==> src/rtl/hrz_pkg.sv <==
// ----------------------------------------------------------------------------
// hrz_pkg
// Shared types and constants of the lumped-mass assembler for ten-node
// tetrahedra.
// ----------------------------------------------------------------------------
package hrz_pkg;

   localparam int NODES_DEFAULT = 4096;
   localparam int NODE_W        = 12;
   localparam int COORD_W       = 32;
   localparam int MASS_W        = 64;
   localparam int COUNT_W       = 32;
   localparam int STEP_W        = 5;

   // quotient digits of the divide-by-15 unit, four bits each
   localparam int DIV_DIGITS    = 22;

   localparam logic [2:0] ACT_LOAD_X   = 3'd0;
   localparam logic [2:0] ACT_LOAD_Y   = 3'd1;
   localparam logic [2:0] ACT_LOAD_Z   = 3'd2;
   localparam logic [2:0] ACT_ASSEMBLE = 3'd3;
   localparam logic [2:0] ACT_READ     = 3'd4;

   typedef struct packed {
      logic [2:0]                action;
      logic signed [COORD_W-1:0] coordinate;
      logic [NODE_W-1:0]         vertex0;
      logic [NODE_W-1:0]         vertex1;
      logic [NODE_W-1:0]         vertex2;
      logic [NODE_W-1:0]         vertex3;
      logic [NODE_W-1:0]         edge_node0;
      logic [NODE_W-1:0]         edge_node1;
      logic [NODE_W-1:0]         edge_node2;
      logic [NODE_W-1:0]         edge_node3;
      logic [NODE_W-1:0]         edge_node4;
      logic [NODE_W-1:0]         edge_node5;
   } req_type;

   typedef struct packed {
      logic [NODE_W-1:0]        node;
      logic signed [MASS_W-1:0] mass;
      logic [COUNT_W-1:0]       elements_done;
   } rsp_type;

   typedef struct packed {
      logic              latch;
      logic              load;
      logic              count;
      logic              fetch;
      logic              mul;
      logic              div_start;
      logic              div_step;
      logic              share_ld;
      logic              upd;
      logic              clear;
      logic              rsp_load;
      logic [STEP_W-1:0] step;
   } cmd_type;

   typedef struct packed {
      logic clr_last;
      logic rsp_free;
   } sts_type;

endpackage

==> src/rtl/hrz_ctrl.sv <==
// ----------------------------------------------------------------------------
// hrz_ctrl
// Sequencer: mass clearing sweep, item decode, and the fetch, multiply,
// divide and update phases of an element, and mass reads.
// ----------------------------------------------------------------------------
module hrz_ctrl (
   input  logic             clock,
   input  logic             reset,
   input  logic             req_valid,
   input  logic [2:0]       req_action,
   output logic             req_stall,
   input  hrz_pkg::sts_type sts,
   output hrz_pkg::cmd_type cmd
);
   import hrz_pkg::*;

   localparam logic [STEP_W-1:0] FETCH_LAST = STEP_W'(4);
   localparam logic [STEP_W-1:0] MULT_LAST  = STEP_W'(12);
   localparam logic [STEP_W-1:0] DIV_LAST   = STEP_W'(DIV_DIGITS + 1);
   localparam logic [STEP_W-1:0] UPD_LAST   = STEP_W'(19);

   typedef enum logic [7:0] {
      ST_CLEAR = 8'b0000_0001,
      ST_IDLE  = 8'b0000_0010,
      ST_FETCH = 8'b0000_0100,
      ST_MULT  = 8'b0000_1000,
      ST_DIV   = 8'b0001_0000,
      ST_UPD   = 8'b0010_0000,
      ST_RDREQ = 8'b0100_0000,
      ST_RDOUT = 8'b1000_0000
   } state_type;

   state_type         state_ff, state_in;
   logic [STEP_W-1:0] step_ff, step_in;

   always_comb begin
      state_in  = state_ff;
      step_in   = step_ff + STEP_W'(1);
      cmd       = '0;
      cmd.step  = step_ff;
      req_stall = 1'b1;
      unique case (state_ff)
         ST_CLEAR: begin
            cmd.clear = 1'b1;
            if (sts.clr_last) begin
               state_in = ST_IDLE;
            end
         end
         ST_IDLE: begin
            req_stall = 1'b0;
            step_in   = '0;
            if (req_valid) begin
               cmd.latch = 1'b1;
               unique case (req_action) inside
                  ACT_LOAD_X, ACT_LOAD_Y, ACT_LOAD_Z: cmd.load = 1'b1;
                  ACT_ASSEMBLE: begin
                     cmd.count = 1'b1;
                     state_in  = ST_FETCH;
                  end
                  ACT_READ: state_in = ST_RDREQ;
                  default: ;
               endcase
            end
         end
         ST_FETCH: begin
            cmd.fetch = 1'b1;
            if (step_ff == FETCH_LAST) begin
               state_in = ST_MULT;
               step_in  = '0;
            end
         end
         ST_MULT: begin
            cmd.mul = 1'b1;
            if (step_ff == MULT_LAST) begin
               state_in = ST_DIV;
               step_in  = '0;
            end
         end
         ST_DIV: begin
            if (step_ff == '0) begin
               cmd.div_start = 1'b1;
            end else if (step_ff == DIV_LAST) begin
               cmd.share_ld = 1'b1;
               state_in     = ST_UPD;
               step_in      = '0;
            end else begin
               cmd.div_step = 1'b1;
            end
         end
         ST_UPD: begin
            cmd.upd = 1'b1;
            if (step_ff == UPD_LAST) begin
               state_in = ST_IDLE;
            end
         end
         ST_RDREQ: state_in = ST_RDOUT;
         ST_RDOUT: begin
            if (sts.rsp_free) begin
               cmd.rsp_load = 1'b1;
               state_in     = ST_IDLE;
            end
         end
         default: state_in = ST_IDLE;
      endcase
   end

   always_ff @(posedge clock) begin
      if (reset) begin
         state_ff <= ST_CLEAR;
         step_ff  <= '0;
      end else begin
         state_ff <= state_in;
         step_ff  <= step_in;
      end
   end

endmodule

==> config.mk <==
export PLATFORM = sky130hd
export DESIGN_NAME = hrz_ctrl
export DESIGN_NICKNAME = d
export VERILOG_FILES = /design/src/rtl/hrz_pkg.sv /design/src/rtl/hrz_ctrl.sv
export SDC_FILE = /design/constraint.sdc
export NUM_CORES = 1
export LEC_CHECK = 0
export ABC_AREA = 1
export BUFFER_PORTS_ARGS = -buffer_cell sky130_fd_sc_hd__buf_2
export CORE_ASPECT_RATIO = 1.2
export CORE_MARGIN = 10
export CORE_UTILIZATION = 55
export CTS_BUF_LIST = sky130_fd_sc_hd__clkbuf_8
export DETAILED_ROUTE_END_ITERATION = 10
export GPL_TIMING_DRIVEN = 1
export PLACE_DENSITY = 0.82
export SYNTH_ARGS = -nofsm -noshare
export SYNTH_HDL_FRONTEND = slang
export SYNTH_SLANG_ARGS = --single-unit
==> constraint.sdc <==
create_clock -name clock -period 1.8 [get_ports clock]
set_input_delay 0.36 -clock clock [delete_from_list [all_inputs] [get_ports clock]]
set_output_delay 0.36 -clock clock [all_outputs]
set_load 0.02 [all_outputs]
==> impl.org, run 1 <==
** Detailed routing
- DRC Markers :: 0
- In the final routed layout, each cell accounts on average for 12.8 um.
- 1st-pass router iterations :: 4
- Total detailed-routing wirelength :: roughly 2.6 mm
- 1st-iter DRT viols :: 26
- Once detail routing completed, the nets flagged for antenna violations numbered 0.
- Via density :: about 5
- Total via count in the routed design :: between 1000 and 1500

** Setup path
- Startpoint of the lowest-slack register-to-register path :: step_ff[0]
- The critical path starts at state_ff[4].
- Across all register-to-register paths, the minimum setup slack is roughly 0.33 ns.
- Crit path required time :: ~1.4 ns
- Depth of the worst register-to-register path :: 11
- The critical path ends at cmd[14].
- Path type of the worst setup path :: flop to output pin
- STA classifies the critical path startpoint as a flop.
- In this run the critical register-to-register path is captured at state_ff[3].
- Worst EP arrival :: 1.38 ns
- Along the worst path, the maximum fanout reaches 5.
- Crit end category :: output pin

** Yosys
- Sequential share of the synthesized area :: between 20% and 30%
- Seq cells post-synth :: 13
- Counting every instance in the synthesized netlist gives approximately 150.
- Post-synthesis average cell area :: 7.03 sq um
- Netlist cell types :: 23
- For this run, the number of Yosys warnings is 0.
- The cell area that synthesis handed to floorplanning was about 0.0010 sq mm.
- When the netlist entered floorplanning its net count stood at between 150 and 200.

** Final layout
- Of the cells placed in the final design, the portion with a size suffix greater than 1 is 49.7%.
- The top cell types in the final layout, fill and taps aside, are sky130_fd_sc_hd__inv_1, sky130_fd_sc_hd__nand2_1, sky130_fd_sc_hd__buf_2.
- Total number of nets in the final design :: approximately 200
- Sequential Area :: roughly 270 sq um
- The filler cells instantiated in the layout total between 100 and 150.
- For this run, the number of standard cells in the final layout without fillers is between 200 and 250.
- The multi-input combinational cells in the finished layout cover a total of about 700 sq um.
- The area growth from synthesis to layout is 31.7%.
- Diode count :: 0
- Leaving out fill and tap cells, the most frequent cell in the layout is sky130_fd_sc_hd__inv_1.
- Cells fill 75.0% of the core in the end.

** Pwr
- The worst-case IR drop observed on VDD is approximately 1100 uV.
- Post-route total power :: approximately 1.7 mW
- Leakage power total :: between 0.6 and 0.7 nW
- Power spread over the standard cell area amounts to 1220 mW/mm^2.

** Global routing
- Congestion Overflow GR :: 0
- The number of global-route vias before repair was a little over 1000.
- Antenna violations before repair :: 0
- Wire length of the first global-routing pass :: ~4.2 mm
- GRT Resource Usage Total :: 13.3%
- Maximum number of pins on one net before global-route repair :: 9

** Die
- Die outline width :: roughly 60 um
- The region available for standard cell placement spans 0.00183 sq mm.
- Number of core rows :: 17
- Initial core utilization :: between 50% and 60%
- Ports :: 25
- The die is 67.7 um tall.
- The die covers between 0.004 and 0.005 sq mm.

** STA
- The final count of pins violating max slew is 0.
- Total of endpoints with negative setup slack in the final report :: 0
- For the pin with the worst max-slew slack, the measured transition is between 0.2 and 0.25 ns.
- After layout, the worst path uses 96.5% of the clock period.
- Subtracting the final worst setup slack from the clock period gives around 1.7 ns.
- Final hold violation count :: 0
- Slew Limit Headroom :: between 80 and 90%
- Clock skew on the completed layout was measured at 0.00680 ns.
- Timing would allow up to between 500 and 600 MHz.
- The tightest hold path in the finished design has a slack of roughly 0.38 ns.

** Clocking
- Htree depth :: 1
- Clock-pin slew on the worst setup and hold paths :: roughly 0.060 ns
- Clk_lat worst skew :: 0.25 ns
- Maximum root-to-sink buffer count :: 2
- After clock tree synthesis, the flow added hold-fix buffers numbering 0.
- TritonCTS built the clock tree.
- Clock tree synthesis selected as its root buffer the cell sky130_fd_sc_hd__clkbuf_8.
- CTS saw 13 sinks.
- Inserted Clock Buffers :: 3

** Status
- Run status :: completed

** Worst hold path
- Path category of the worst min-delay check :: primary input to flop

** Placement
- Sum of net half-perimeters after detailed placement :: between 1.5 and 2 mm
- At the end of routability-driven placement, the weighted congestion stood at roughly 0.80.
- Placed cell count :: 190
- Number of buffer cells added on primary ports :: 24

** Job
- Max-cap viol count :: 0
-- flip-flops by register name, summed over array words and instances, names as in the netlist --
| signal | cells |
|---|---|
| state_ff | 8 |
| step_ff | 5 |
-- worst min path at each step --
stage	slack, ns	from	to	cells after the start
global placement	0.47	step_ff[0]	step_ff[0]	1
CTS	0.38	sts[1]	state_ff[0]	4
floorplan	0.50	state_ff[2]	state_ff[2]	2
global route	0.39	reset	state_ff[6]	2
finish	0.38	sts[1]	state_ff[0]	4
detailed placement	0.48	step_ff[0]	step_ff[0]	1
-- Yosys cell counts --
library cell                instances  share of area (%)
sky130_fd_sc_hd__a21oi_1            5                2.4
sky130_fd_sc_hd__nand2_4            4                4.3
sky130_fd_sc_hd__xor2_1             2                1.7
sky130_fd_sc_hd__nor3_2             2                1.9
sky130_fd_sc_hd__dfxtp_1           13                 25
sky130_fd_sc_hd__nand3_4            1                1.7
sky130_fd_sc_hd__nor2_4             6                6.5
sky130_fd_sc_hd__nand3_2            5                4.8
sky130_fd_sc_hd__clkbuf_1           1               0.36
sky130_fd_sc_hd__a2111oi_2          1                1.4
sky130_fd_sc_hd__nor2_1            18                6.5
sky130_fd_sc_hd__xnor2_1            1               0.84
sky130_fd_sc_hd__nor3_1             3                1.4
sky130_fd_sc_hd__nor4_1             1               0.60
sky130_fd_sc_hd__nand3_1           10                4.8
sky130_fd_sc_hd__nand2_1           25                9.0
sky130_fd_sc_hd__nor2_2             7                4.2
sky130_fd_sc_hd__nand4_1            1               0.60
sky130_fd_sc_hd__inv_2              5                1.8
sky130_fd_sc_hd__nand2_2            8                4.8
sky130_fd_sc_hd__ha_1               2                2.4
sky130_fd_sc_hd__nor2_8             2                3.8
sky130_fd_sc_hd__inv_1             25                9.0
-- report_power, final --
| part | internal (mW) | switching, mW | leakage, nW | total (mW) |
|---|---|---|---|---|
| sequential | 0.366 | 0.0911 | 0.109 | 0.457 |
| combinational | 0.372 | 0.581 | 0.555 | 0.952 |
| clock | 0.151 | 0.113 | 0.0269 | 0.264 |
| total | 0.888 | 0.785 | 0.691 | 1.67 |
-- final cells by class --
type	count	area share (%)
timing repair buffer	34	14.6
tap	19	1.73
inverter	30	8.21
clock inverter	1	0.274
clock buffer	3	3.01
sequential	13	19.7
multi-input combinational	104	52.5
-- layer usage --
| metal | vias up | global-route usage (%) | part of all wire [%] | wire length (um) |
|---|---|---|---|---|
| met5 | - | 0 | 0 | 0 |
| met3 | 9 | 2.63 | 3.6 | 95 |
| met1 | 472 | 11.6 | 37 | 952 |
| li1 | 530 | - | - | - |
| met2 | 21 | 26.8 | 56 | 1460 |
| met4 | 0 | 6.74 | 3.7 | 97 |
-- per-stage QoR --
| stage | TNS, ns | worst slack, ns | area (sq um) |
|---|---|---|---|
| 2_1_floorplan | 0 | 0.0181 | 1040 |
| 4_1_cts | 0 | 0.0123 | 1270 |
| 3_3_place_gp | 0 | 0.156 | 1180 |
| 5_1_grt | -0.0563 | -0.0366 | 1370 |
| 6_report | 0 | 0.0622 | 1370 |
| 3_5_place_dp | 0 | 0.114 | 1180 |
-- kinds of logic (layout without fill, tap and decap cells) --
group           count (synthesis)  in the layout  synth area share (%)
xor+xnor                        3              3                  2.52
buf+inv                        31             68                  11.2
fa+ha+maj                       2              2                  2.40
flops                          13             13                  25.0
compound gates                  6              6                  3.85
simple gates                   93             93                  55.0
-- critical path, cell delays in order (launching register included) --
cell and delay, ns:
sky130_fd_sc_hd__dfxtp_2 0.34, sky130_fd_sc_hd__nor2_4 0.14, sky130_fd_sc_hd__nand2_4 0.10, sky130_fd_sc_hd__nor2_8 0.12, sky130_fd_sc_hd__inv_2 0.06, sky130_fd_sc_hd__a2111oi_4 0.18
sky130_fd_sc_hd__buf_4 0.19
-- timing repair --
item | CTS | global route
resized for setup | 5 | 17
setup buffers | 5 | 5
endpoints found under the setup margin | 4 | 4
pin swaps | 6 | 7
Power figures use the tool's default switching activity.
==> run 2, diff against run 1 <==
- CTS_BUF_LIST: sky130_fd_sc_hd__clkbuf_8 -> sky130_fd_sc_hd__clkbuf_4 sky130_fd_sc_hd__clkbuf_8
==> impl.org, run 2 (same netlist as run 1, synthesis figures left out) <==
** Worst hold path
- Start point of the worst hold path :: sts[1]
- Path category of the worst min-delay check :: primary input to flop

** STA
- The clock period minus worst slack is 1.79 ns (+0.0560 ns).
- The final hold violation count came to 0 (unchanged).
- Total of endpoints with negative setup slack in the final report :: 0 (unchanged)
- The largest clock skew in the final design is 0.0119 ns (+0.00514 ns).
- The part of the cycle the worst path needs came to 99.7% (+3.1 points).
- RSZ-0062 raised after global routing :: true
- The total negative slack is 0 ns (unchanged).
- The actual slew at the worst max-slew pin is 0.242 ns (+0.0141 ns).
- The remaining max-slew budget at the tightest pin was 83.8% (-0.82 points).
- Maximum clock rate :: 557 MHz (-3.1%)
- Worst hold slack across all endpoints :: 0.334 ns (-0.0468 ns)
- The final count of pins violating max slew was 0 (unchanged).

** Detailed routing
- Via density :: 5.07 (+0.28%)
- The remaining routing DRC violations is 0 (unchanged).
- Average wire per standard cell :: 13.1 um (+2.8%)
- 1st-iter DRT viols :: 23 (-12%)
- The routed wire length is 2.69 mm (+3.3%).
- The total vias in the final route came to 1040 (+0.78%).
- The first-pass iteration count of the detailed router is 4 (unchanged).
- The number of routed nets with antenna violations is 0 (unchanged).

** Global routing
- Maximum number of pins on one net before global-route repair :: 9 (unchanged)
- Congestion Overflow GR :: 0 (unchanged)
- The global-route wire length before repair came to 4.23 mm (+0.33%).
- Antenna violations before repair :: 0 (unchanged)
- The number of global-route vias before repair came to 1041 (+0.77%).
- GRT Resource Usage Total :: 13.3% (unchanged)

** Final layout
- Largest registers in the final layout :: state_ff (8), step_ff (5)
- The area taken by multi-input logic gates came to 743 sq um (+3.3%).
- Sequential Area :: 274 sq um (+1.4%)
- The final instance area is 0.00140 sq mm (+2.2%).
- Counting flops per register, the top entry is state_ff.
- The final cell utilization of the core is 76.6% (+1.6 points).
- Commonest cells after routing, fill and taps aside :: sky130_fd_sc_hd__inv_1, sky130_fd_sc_hd__nand2_1, sky130_fd_sc_hd__buf_2
- Finished Layout Cells :: 205 (+0.49%)
- The net count reported at finish is 197 (+0.51%).
- Leaving out fill and tap cells, the most frequent cell in the layout is sky130_fd_sc_hd__inv_1.
- Largest register FFs :: 8 (unchanged)
- The fraction of layout cells with a size suffix above 1 came to 54.3% (+4.6 points).
- Area growth, synth to finish :: 34.6%
- Filler cell count :: 124 (-12%)
- Diode count :: 0 (unchanged)

** Die
- The die span in x was 59.7 um (unchanged).
- The core box area is 0.00183 sq mm (unchanged).
- Initial core utilization :: 56.9% (unchanged)
- The number of cell rows came to 17 (unchanged).
- Area of the die :: 0.00404 sq mm (unchanged)
- Die Y-Extent :: 67.7 um (unchanged)
- The I/O pin count is 25 (unchanged).

** Placement
- Number of buffer cells added on primary ports :: 24 (unchanged)
- Placed cell count :: 190 (unchanged)
- Sum of net half-perimeters after detailed placement :: 1.98 mm (unchanged)
- The post-detailed-placement cell area came to 0.00118 sq mm (unchanged).
- The final RePlAce weighted congestion was 0.802 (unchanged).

** Setup path
- Worst setup slack for register-to-register paths :: 0.12 ns (-0.21 ns)
- Launch point of the worst path :: state_ff[4]
- STA classifies the critical path startpoint as a flop.
- The critical path data arrival time came to 1.43 ns (+0.05 ns).
- By startpoint and endpoint, the worst setup path is classified as flop to output pin.
- Crit end category :: output pin
- Startpoint of the lowest-slack register-to-register path :: state_ff[0]
- Critical path peak fanout :: 4 (-1)
- The critical path data required time was 1.44 ns (about the same).

** Status
- The run finished with clean final reports.

** Clocking
- Htree depth :: 1 (unchanged)
- The clock tree buffer depth was 2 (unchanged).
- Clock-pin slew on the worst setup and hold paths :: 0.09 ns (+0.03 ns)
- TritonCTS clock tree :: done
- The cts-stage hold buffer count was 0 (unchanged).
- Cell at the root of the clock tree :: sky130_fd_sc_hd__clkbuf_4
- The number of sinks driven by the clock tree was 13 (unchanged).
- The insertion delay of the later-clocked pin in the worst-skew pair is 0.29 ns (+0.04 ns).
- The number of buffers inserted during clock tree synthesis was 3 (unchanged).

** Pwr
- The leakage component of the power came to 0.689 nW (-0.34%).
- The power density over the cells came to 1230 mW/mm^2 (+0.62%).
- The maximum vdd ir drop was 1080 uV (+2.2%).

** Job
- The count of maximum capacitance violations is 0 (unchanged).
[run 2: changes by cell type in the layout (fill, tap and decap cells not counted), moves of 2 or more]
cell / delta
sky130_fd_sc_hd__buf_2: -4
sky130_fd_sc_hd__clkbuf_8: -3
sky130_fd_sc_hd__inv_1: -2
sky130_fd_sc_hd__buf_4: +5
sky130_fd_sc_hd__nand2_2: +2
sky130_fd_sc_hd__clkbuf_4: +4
sky130_fd_sc_hd__nand2_1: -2
[run 2: layout make-up]
class,instances,share of cell area [%]
Tap cell,19,1.70
Inverter,30,8.04
Multi-Input combinational cell,104,53.0
Sequential cell,13,19.6
Timing Repair Buffer,35,15.5
Clock buffer,4,2.14
[run 2: timing repair]
| action | 4_1_cts | 5_1_grt |
|---|---|---|
| cloned | 0 | 0 |
| setup endpoints to repair | 5 | 9 |
| setup buffers | 6 | 5 |
| pin swaps | 5 | 8 |
| gates resized for setup | 6 | 29 |
[run 2: worst max-delay path, stage by stage, from the launching register on]
cell	delay, ns
sky130_fd_sc_hd__dfxtp_2	0.34
sky130_fd_sc_hd__nor2_4	0.16
sky130_fd_sc_hd__nand2_4	0.10
sky130_fd_sc_hd__nor2_8	0.12
sky130_fd_sc_hd__inv_2	0.06
sky130_fd_sc_hd__a2111oi_4	0.18
sky130_fd_sc_hd__buf_4	0.19
[run 2: path summary, 6_finish.rpt]
path,to,cells past startpoint
setup / recovery,cmd[14],6
hold / removal,state_ff[0],4
setup reg to reg,state_ff[3],12
hold reg to reg,state_ff[1],2
[run 2: per-layer routing]
layer  track usage [%]  vias up  routed length, um
met2              27.2       17               1550
met1              11.6      482                992
li1                  -      534                  -
met4              6.74        0                 67
met5                 0        -                  0
met3              2.06        7                 83
[run 2: report_power, final]
part           internal (mW)  switching, mW  leakage, nW
registers              0.372         0.0840        0.109
logic                  0.430          0.628        0.561
clock network          0.101          0.105       0.0184
[run 2: metrics by stage]
stage                     power, mW  worst slack, ns
after global routing           1.84          -0.0726
after floorplan                1.08           0.0181
final                          1.72          0.00621
after CTS                      1.54          -0.0362
after global placement         1.23            0.156
after detailed placement       1.26            0.114
